[src/hdl/gfrtb_pkg.sv]
package gfrtb_pkg;

  // Field widths
  localparam int unsigned VAL_W  = 8;
  localparam int unsigned PROC_W = 7;
  localparam int unsigned ACC_W  = 16;
  localparam int unsigned DVD_W  = 16;
  localparam int unsigned STEP_W = 5;

  // Divider step counts: the window excess has 9 significant bits
  localparam logic [STEP_W-1:0] EXCESS_STEPS = 5'd9;
  localparam logic [STEP_W-1:0] SUM_STEPS    = 5'd16;
  localparam int unsigned       EXCESS_SHIFT = 7;

  localparam logic [PROC_W-1:0] PROC_RESET = 7'd2;

  typedef struct packed {
    logic [VAL_W-1:0] c;
    logic [VAL_W-1:0] p;
    logic [VAL_W-1:0] r;
  } entry_t;

  typedef struct packed {
    logic              start;
    logic [DVD_W-1:0]  dividend;
    logic [VAL_W-1:0]  divisor;
    logic [STEP_W-1:0] steps;
  } div_req_t;

  typedef struct packed {
    logic             done;
    logic             busy;
    logic [DVD_W-1:0] quot;
    logic [VAL_W-1:0] rem;
  } div_rsp_t;

  typedef enum logic [3:0] {
    S_IDLE,
    S_READ,
    S_X,
    S_XWAIT,
    S_ACC,
    S_MSTART,
    S_MWAIT,
    S_FIN,
    S_OUT
  } state_t;

endpackage

[src/hdl/gfrtb_store.sv]
module gfrtb_store #(
  parameter int unsigned DEPTH = 32,
  parameter int unsigned AW    = 5
) (
  input  logic              clk,
  input  logic              we,
  input  logic [AW-1:0]     waddr,
  input  gfrtb_pkg::entry_t wdata,
  input  logic              re,
  input  logic [AW-1:0]     raddr,
  output gfrtb_pkg::entry_t rdata
);

  gfrtb_pkg::entry_t mem [DEPTH];

  // Write one task, read one task, read data registered
  always_ff @(posedge clk) begin
    if (we) begin
      mem[waddr] <= wdata;
    end
    if (re) begin
      rdata <= mem[raddr];
    end
  end

endmodule

[src/hdl/gfrtb_div.sv]
module gfrtb_div (
  input  logic                clk,
  input  logic                rst,
  input  gfrtb_pkg::div_req_t req,
  output gfrtb_pkg::div_rsp_t rsp
);

  logic                               busy;
  logic                               done;
  logic [gfrtb_pkg::STEP_W-1:0]       cnt;
  logic [gfrtb_pkg::DVD_W-1:0]        qd;
  logic [gfrtb_pkg::VAL_W-1:0]        rem;
  logic [gfrtb_pkg::VAL_W-1:0]        dvs;
  logic [gfrtb_pkg::VAL_W:0]          trial;
  logic [gfrtb_pkg::VAL_W:0]          diff;
  logic                               ge;

  // One restoring step: shift in the next dividend bit, subtract if it fits
  always_comb begin
    trial = {rem, qd[gfrtb_pkg::DVD_W-1]};
    diff  = trial - {1'b0, dvs};
    ge    = (trial >= {1'b0, dvs});
  end

  always_ff @(posedge clk) begin
    if (rst) begin
      busy <= 1'b0;
      done <= 1'b0;
    end else begin
      done <= 1'b0;
      if (req.start) begin
        busy <= 1'b1;
        cnt  <= req.steps;
        qd   <= req.dividend;
        rem  <= '0;
        dvs  <= req.divisor;
      end else if (busy) begin
        rem <= ge ? diff[gfrtb_pkg::VAL_W-1:0] : trial[gfrtb_pkg::VAL_W-1:0];
        qd  <= {qd[gfrtb_pkg::DVD_W-2:0], ge};
        cnt <= cnt - 1'b1;
        if (cnt == gfrtb_pkg::STEP_W'(1)) begin
          busy <= 1'b0;
          done <= 1'b1;
        end
      end
    end
  end

  assign rsp.done = done;
  assign rsp.busy = busy;
  assign rsp.quot = qd;
  assign rsp.rem  = rem;

endmodule

[src/hdl/global_fp_response_time_bound_top.sv]
// Flow: a task at a position below the processor count, or a task past the
// store, goes straight to the output state after acceptance; any other task at
// position n runs through the shared bit-serial divider (9 steps per earlier task
// with nonzero period, 16 steps for the final division by the processor count).
// A stalled result holds the block until it drains.
// Throughput: one task at a time; the next is taken once the result is posted.
// Reset: synchronous, active high; clears the task count, sets processors to 2.
module global_fp_response_time_bound_top #(
  parameter int unsigned MAX_TASKS = 32
) (
  input  logic                           clk,
  input  logic                           rst,
  input  logic                           cfg_wr_en,
  input  logic [gfrtb_pkg::PROC_W-1:0]   cfg_wr_data,
  input  logic                           task_valid,
  output logic                           task_stall,
  input  logic                           first_task,
  input  logic [gfrtb_pkg::VAL_W-1:0]    exec_time,
  input  logic [gfrtb_pkg::VAL_W-1:0]    period,
  input  logic [gfrtb_pkg::VAL_W-1:0]    deadline,
  input  logic [gfrtb_pkg::VAL_W-1:0]    own_bound,
  output logic                           result_valid,
  input  logic                           result_stall,
  output logic [gfrtb_pkg::VAL_W-1:0]    bound,
  output logic                           overflow
);

  localparam int unsigned CW = $clog2(MAX_TASKS + 1);
  localparam int unsigned AW = $clog2(MAX_TASKS);
  localparam logic [CW-1:0] MAX_COUNT = CW'(MAX_TASKS);

  gfrtb_pkg::state_t state, state_next;

  logic [gfrtb_pkg::PROC_W-1:0] processors;
  logic [gfrtb_pkg::PROC_W-1:0] m;
  logic [CW-1:0]                task_count, task_count_next;
  logic [CW-1:0]                idx, idx_next;
  logic [CW-1:0]                i, i_next;
  logic [CW-1:0]                i_inc;
  logic [CW-1:0]                eff;
  logic [gfrtb_pkg::ACC_W-1:0]  acc, acc_next;
  logic [gfrtb_pkg::VAL_W-1:0]  wc, wc_next;
  logic [gfrtb_pkg::VAL_W-1:0]  wd, wd_next;
  logic [gfrtb_pkg::VAL_W-1:0]  res_bound, res_bound_next;
  logic                         res_ovf, res_ovf_next;
  logic                         result_valid_next;
  logic [gfrtb_pkg::VAL_W-1:0]  bound_next;
  logic                         overflow_next;

  logic                         st_we;
  logic [AW-1:0]                st_waddr;
  gfrtb_pkg::entry_t            st_wdata;
  logic                         st_re;
  gfrtb_pkg::entry_t            st_rdata;

  gfrtb_pkg::div_req_t          div_req;
  gfrtb_pkg::div_rsp_t          div_rsp;

  logic [gfrtb_pkg::VAL_W:0]    pos_sum;
  logic [gfrtb_pkg::VAL_W:0]    neg_sum;
  logic [gfrtb_pkg::VAL_W:0]    excess;
  logic [gfrtb_pkg::VAL_W-1:0]  rem_cap;
  logic [16:0]                  prod;
  logic [17:0]                  ifr_sum;
  logic [gfrtb_pkg::VAL_W-1:0]  contrib;
  logic [16:0]                  fin_sum;

  gfrtb_store #(
    .DEPTH(MAX_TASKS),
    .AW   (AW)
  ) u_store (
    .clk  (clk),
    .we   (st_we),
    .waddr(st_waddr),
    .wdata(st_wdata),
    .re   (st_re),
    .raddr(i[AW-1:0]),
    .rdata(st_rdata)
  );

  gfrtb_div u_div (
    .clk(clk),
    .rst(rst),
    .req(div_req),
    .rsp(div_rsp)
  );

  // Zero processors counts as one
  assign m     = (processors == '0) ? gfrtb_pkg::PROC_W'(1) : processors;
  assign i_inc = i + CW'(1);
  assign eff   = first_task ? '0 : task_count;

  // Window excess of the stored task: max(0, t + R - C - P)
  always_comb begin
    pos_sum = {1'b0, wd} + {1'b0, st_rdata.r};
    neg_sum = {1'b0, st_rdata.c} + {1'b0, st_rdata.p};
    excess  = (pos_sum > neg_sum) ? (pos_sum - neg_sum) : '0;
  end

  // Interference of the stored task, capped at the window
  always_comb begin
    rem_cap = (div_rsp.rem > st_rdata.c) ? st_rdata.c : div_rsp.rem;
    prod    = div_rsp.quot[8:0] * st_rdata.c;
    ifr_sum = 18'(st_rdata.c) + 18'(prod) + 18'(rem_cap);
    contrib = (ifr_sum < 18'(wd)) ? ifr_sum[gfrtb_pkg::VAL_W-1:0] : wd;
    fin_sum = 17'(wc) + 17'(div_rsp.quot);
  end

  // Sequencer: next state and outputs
  always_comb begin
    state_next        = state;
    task_count_next   = task_count;
    idx_next          = idx;
    i_next            = i;
    acc_next          = acc;
    wc_next           = wc;
    wd_next           = wd;
    res_bound_next    = res_bound;
    res_ovf_next      = res_ovf;
    result_valid_next = result_valid && result_stall;
    bound_next        = bound;
    overflow_next     = overflow;
    st_we             = 1'b0;
    st_waddr          = eff[AW-1:0];
    st_wdata          = '{c: exec_time, p: period, r: own_bound};
    st_re             = 1'b0;
    div_req           = '0;
    task_stall        = (state != gfrtb_pkg::S_IDLE);

    unique case (state)
      gfrtb_pkg::S_IDLE: begin
        if (task_valid) begin
          wc_next = exec_time;
          wd_next = deadline;
          if (eff >= MAX_COUNT) begin
            // Store full: flag and drop
            task_count_next = MAX_COUNT;
            res_bound_next  = '0;
            res_ovf_next    = 1'b1;
            state_next      = gfrtb_pkg::S_OUT;
          end else begin
            st_we           = 1'b1;
            task_count_next = eff + CW'(1);
            idx_next        = eff;
            res_ovf_next    = 1'b0;
            if (9'(eff) < 9'(m)) begin
              res_bound_next = exec_time;
              state_next     = gfrtb_pkg::S_OUT;
            end else begin
              i_next     = '0;
              acc_next   = '0;
              state_next = gfrtb_pkg::S_READ;
            end
          end
        end
      end
      gfrtb_pkg::S_READ: begin
        st_re      = 1'b1;
        state_next = gfrtb_pkg::S_X;
      end
      gfrtb_pkg::S_X: begin
        if (st_rdata.p == '0) begin
          // Zero period: the whole window counts
          acc_next   = acc + gfrtb_pkg::ACC_W'(wd);
          i_next     = i_inc;
          state_next = (i_inc == idx) ? gfrtb_pkg::S_MSTART : gfrtb_pkg::S_READ;
        end else begin
          div_req.start    = 1'b1;
          div_req.dividend = {excess, {gfrtb_pkg::EXCESS_SHIFT{1'b0}}};
          div_req.divisor  = st_rdata.p;
          div_req.steps    = gfrtb_pkg::EXCESS_STEPS;
          state_next       = gfrtb_pkg::S_XWAIT;
        end
      end
      gfrtb_pkg::S_XWAIT: begin
        if (div_rsp.done) begin
          state_next = gfrtb_pkg::S_ACC;
        end
      end
      gfrtb_pkg::S_ACC: begin
        acc_next   = acc + gfrtb_pkg::ACC_W'(contrib);
        i_next     = i_inc;
        state_next = (i_inc == idx) ? gfrtb_pkg::S_MSTART : gfrtb_pkg::S_READ;
      end
      gfrtb_pkg::S_MSTART: begin
        div_req.start    = 1'b1;
        div_req.dividend = acc;
        div_req.divisor  = {1'b0, m};
        div_req.steps    = gfrtb_pkg::SUM_STEPS;
        state_next       = gfrtb_pkg::S_MWAIT;
      end
      gfrtb_pkg::S_MWAIT: begin
        if (div_rsp.done) begin
          state_next = gfrtb_pkg::S_FIN;
        end
      end
      gfrtb_pkg::S_FIN: begin
        res_bound_next = (fin_sum > 17'(wd)) ? wd : fin_sum[gfrtb_pkg::VAL_W-1:0];
        state_next     = gfrtb_pkg::S_OUT;
      end
      gfrtb_pkg::S_OUT: begin
        // Post the result once the output register is free
        if (!result_valid || !result_stall) begin
          result_valid_next = 1'b1;
          bound_next        = res_bound;
          overflow_next     = res_ovf;
          state_next        = gfrtb_pkg::S_IDLE;
        end
      end
      default: begin
        state_next = gfrtb_pkg::S_IDLE;
      end
    endcase
  end

  // Hold state; control cleared at reset
  always_ff @(posedge clk) begin
    if (rst) begin
      state        <= gfrtb_pkg::S_IDLE;
      task_count   <= '0;
      processors   <= gfrtb_pkg::PROC_RESET;
      result_valid <= 1'b0;
    end else begin
      state        <= state_next;
      task_count   <= task_count_next;
      result_valid <= result_valid_next;
      if (cfg_wr_en) begin
        processors <= cfg_wr_data;
      end
    end
    idx       <= idx_next;
    i         <= i_next;
    acc       <= acc_next;
    wc        <= wc_next;
    wd        <= wd_next;
    res_bound <= res_bound_next;
    res_ovf   <= res_ovf_next;
    bound     <= bound_next;
    overflow  <= overflow_next;
  end

`ifndef SYNTH
  a_count_max: assert property (@(posedge clk) disable iff (rst)
    task_count <= MAX_COUNT)
    else $error("task count past store capacity");

  a_ovf_zero: assert property (@(posedge clk) disable iff (rst)
    result_valid && overflow |-> bound == '0)
    else $error("overflow result with nonzero bound");

  a_div_free: assert property (@(posedge clk) disable iff (rst)
    div_req.start |-> !div_rsp.busy)
    else $error("divider started while busy");

  a_accept_busy: assert property (@(posedge clk) disable iff (rst)
    task_valid && !task_stall |=> state != gfrtb_pkg::S_IDLE)
    else $error("accepted item did not start work");
`endif

endmodule

[config.mk]
export PLATFORM = sky130hd
export DESIGN_NAME = global_fp_response_time_bound_top
export DESIGN_NICKNAME = d
export VERILOG_FILES = /design/src/hdl/gfrtb_pkg.sv /design/src/hdl/gfrtb_store.sv /design/src/hdl/gfrtb_div.sv /design/src/hdl/global_fp_response_time_bound_top.sv
export SDC_FILE = /design/constraint.sdc
export NUM_CORES = 1
export LEC_CHECK = 0
export ABC_AREA = 0
export BUFFER_PORTS_ARGS = -buffer_cell sky130_fd_sc_hd__buf_2
export CAP_MARGIN = 20
export CORE_ASPECT_RATIO = 1.2
export CORE_MARGIN = 1
export CORE_UTILIZATION = 25
export CTS_BUF_LIST = sky130_fd_sc_hd__clkbuf_2 sky130_fd_sc_hd__clkbuf_4 sky130_fd_sc_hd__clkbuf_8
export DETAILED_ROUTE_END_ITERATION = 12
export PLACE_DENSITY = 0.43
export SLEW_MARGIN = 20
export SYNTH_ARGS = -nofsm -noshare
export SYNTH_HDL_FRONTEND = slang
export SYNTH_SLANG_ARGS = --single-unit
export TNS_END_PERCENT = 20
[constraint.sdc]
create_clock -name clk -period 19.9 [get_ports clk]
set_clock_uncertainty 0.05 [all_clocks]
set_input_delay 0.995 -clock clk [delete_from_list [all_inputs] [get_ports clk]]
set_output_delay 0.995 -clock clk [all_outputs]
set_load 0.02 [all_outputs]
==> impl_results.md <==
- Status: complete, no violations
- Post-route non-filler standard cell count: 4,803
- Hold Path Origin: deadline[4]
- Pin count of the biggest net entering global routing: around 140
- Slowest CP cell: a22oi_1
- Core area: between 150,000 and 200,000 µm²
- # resized after CTS: 0
- WL per Instance: 24.5 µm
- Deepest clock path buffer count: 3
- Worst R2R End: acc[12]
- Final wirelength: between 100,000 and 150,000 µm
- Number of enable flip-flop cells after synthesis: slightly below 900
- CP Capture Type: flop
- CP required: 20.42 ns
- Max_cap viols: 0
- DIE AREA: approximately 170,000 µm²
- Placed insts: around 4.5k
- Total negative slack: 0 ns
- Initial Util: between 20% and 30%
- First DRT Iteration DRCs: 1,604
- DIE WIDTH: 373 µm
- Post-detail-place hpwl: 69,700 µm
- Yosys warns: 0
- Post-DP Area: about 45,000 µm²
- Unrepaired setup endpoints after global routing: no
- Number of global-route vias before repair: ~24k
- Mapped Nets: between 2k and 3k
- Final worst setup slack: about 9.5 ns
- Nets: around 2.8k
- Worst slew pin tran: slightly above 1 ns
- Port Buf Inserts: 55
- Max IR drop VDD: ~58 µV
- Pins Over Slew Limit: 0
- Worst Hold Depth: 1
- Worst hold path type: in2reg
- Top FF cell, synth: edfxtp_1
- Commonest non-fill, non-tap cells in the layout: edfxtp_1 (891), mux4_2 (240), clkbuf_8 (156)
- Pwr Total: 4.21 mW
- Routed vias/inst: about 4.6
- FF+latch count, synth: just over 900
- Clk_lat worst skew: between 0.8 and 0.9 ns
- Top Ports: 56
- Std cell rows: roughly 160
- Setup Fix Bufs, Post-CTS: 0
- Layout area overhead: 15.1%
- Initial antenna violation count: 10
- LEAKAGE: roughly 16 nW
- # H-tree levels: 4
- Clk sinks: 911
- Die height: between 400 and 500 µm
- FF-to-FF setup slack: roughly 9.5 ns
- Synth Instances: between 2k and 2.5k
- Final setup vio count: 0
- Sequential area share after synthesis: roughly two thirds
- Antenna viol nets, final: 0
- Worst hold slack: 0.321 ns
- CP max stage delay: 0.82 ns
- Syn Area/Cell: between 15 and 20 µm²
- RR Startpoint: u_store.rdata[23]
- Final hold vios: 0
- Critical path launch point type: flop
- Fmax: between 90 and 100 MHz
- Yosys cell types: 75
- Critical Path AT: 10.89 ns
- Period utilisation layout: between 50% and 60%
- Global placement routability congestion: 0.849
- Drt pass-1 iters: 5
- Pwr dens: approximately 89 nW/µm²
- CTS tree: built
- Kind of critical path: reg2reg
- Final Instance Area: ~48,000 µm²
- Final worst path period need: between 10 and 15 ns
- Gr ovfl total: 0
- First-pass GRT wire length: between 150,000 and 200,000 µm
- Layout cells sized above 1: roughly a quarter
- Post-cts hold buffer count: 0
- Via count: 22.2k
- Synth Cell Area: roughly 41,000 µm²
- Slew margin rel.: a little under a third
- Number of remaining DRC errors: 0
- CTS clk-pin slew, worst paths: 0.07 ns
- Async SR Flop Fraction: 0%
- Commonest non-fill, non-tap cell in the layout: edfxtp_1
- Util after Layout: approximately 29%
- Cells on worst reg2reg path: 38
- CTS Buf Count: roughly 150
- Worst Path Max Fanout: 12
- Worst Hold End: wd[4]
- GRT Overall Usage: between 10% and 20%
- Root buffer cell: clkbuf_8
- Pre-CTS WS: around 9.5 ns
## cells in the mapped netlist (all sizes together), types with 12 or more instances
cell type / number / area share [%]
edfxtp: 891 / 65
mux4: 240 / 13
ha: 139 / 4.2
inv: 128 / 1.2
nor2: 126 / 1.1
nand2: 124 / 1.1
clkbuf: 82 / 0.75
a21oi: 72 / 0.90
o21ai: 69 / 0.84
fa: 62 / 3.0
mux2: 43 / 1.2
xnor2: 37 / 0.78
and2: 31 / 0.47
nand3: 27 / 0.33
buf: 21 / 0.20
a21o: 20 / 0.36
dfxtp: 20 / 0.97
mux2i: 18 / 0.44
xor2: 17 / 0.36
nand2b: 15 / 0.23
o21bai: 15 / 0.27
a211oi: 14 / 0.27
nor2b: 14 / 0.21
nand4: 13 / 0.20
nor3: 13 / 0.16
o211ai: 12 / 0.22
or3: 12 / 0.18
## where the power goes
part,internal [mW],switching (mW)
clock network,0.881,0.761
registers,2.13,0.0173
logic,0.166,0.256
## layer usage
metal | vias up | share of wire, % | track usage [%] | routed length [µm]
met2 | 521 | 54 | 26.2 | 63500
met3 | 170 | 3.6 | 2.35 | 4210
met1 | 11734 | 40 | 16.6 | 47400
met5 | - | 0.011 | 0 | 13
met4 | 2 | 2.3 | 3.97 | 2660
li1 | 9725 | - | - | -
## area by class of cell
cell class,count,area [µm²]
Timing Repair Buffer,111,708
Inverter,128,480
Clock buffer,209,2540
Sequential cell,911,27200
Tap cell,2145,2680
Multi-Input combinational cell,1244,13600
Clock inverter,54,404
Antenna cell,1,2.50
Fill cell,16129,117000
## flip-flops by register name, summed over array words and instances (netlist names), 5 cells and up
register       flops
u_div.cnt          5
bound              8
wc                 8
acc               16
task_count         6
idx                6
u_div.qd          16
u_store.mem      768
u_div.rem          8
u_div.dvs          8
res_bound          8
wd                 8
u_store.rdata     24
processors         7
i                  6
## kinds of logic (layout without fill, tap and decap cells)
group | Yosys count | after routing | synth area share, %
flip-flops | 911 | 911 | 65.7
AND/OR/NAND/NOR | 422 | 422 | 4.95
multiplexers | 301 | 301 | 14.7
AO/OA/AOI/OAI | 266 | 266 | 4.17
buffers and inverters | 231 | 502 | 2.11
adder cells (fa/ha/maj) | 201 | 201 | 7.21
XOR/XNOR | 54 | 54 | 1.14
other | 0 | 1 | 0
## how the worst max path moves through the flow
stage                            startpoint       to  slack (ns)  depth (start not counted)
after floorplan           u_store.rdata[17]  acc[10]       10.53                         40
after global placement    u_store.rdata[23]  acc[10]        9.74                         38
after detailed placement  u_store.rdata[19]  acc[12]        9.48                         37
after CTS                 u_store.rdata[19]  acc[14]        9.47                         39
after global routing      u_store.rdata[22]  acc[14]        8.81                         38
final                     u_store.rdata[23]  acc[12]        9.52                         38
## critical path, delay by kind of cell (launching register included)
kind	cells	cell delay [ns]
AOI/OAI and AO/OA	13	3.01
xor gates and xnor gates	1	0.15
adders and majority gates	10	3.79
buffers and inverters	4	0.30
DFF	1	0.66
muxes	2	0.73
and+or+nand+nor	8	1.43
No activity file was read; power rests on OpenSTA's default activity.
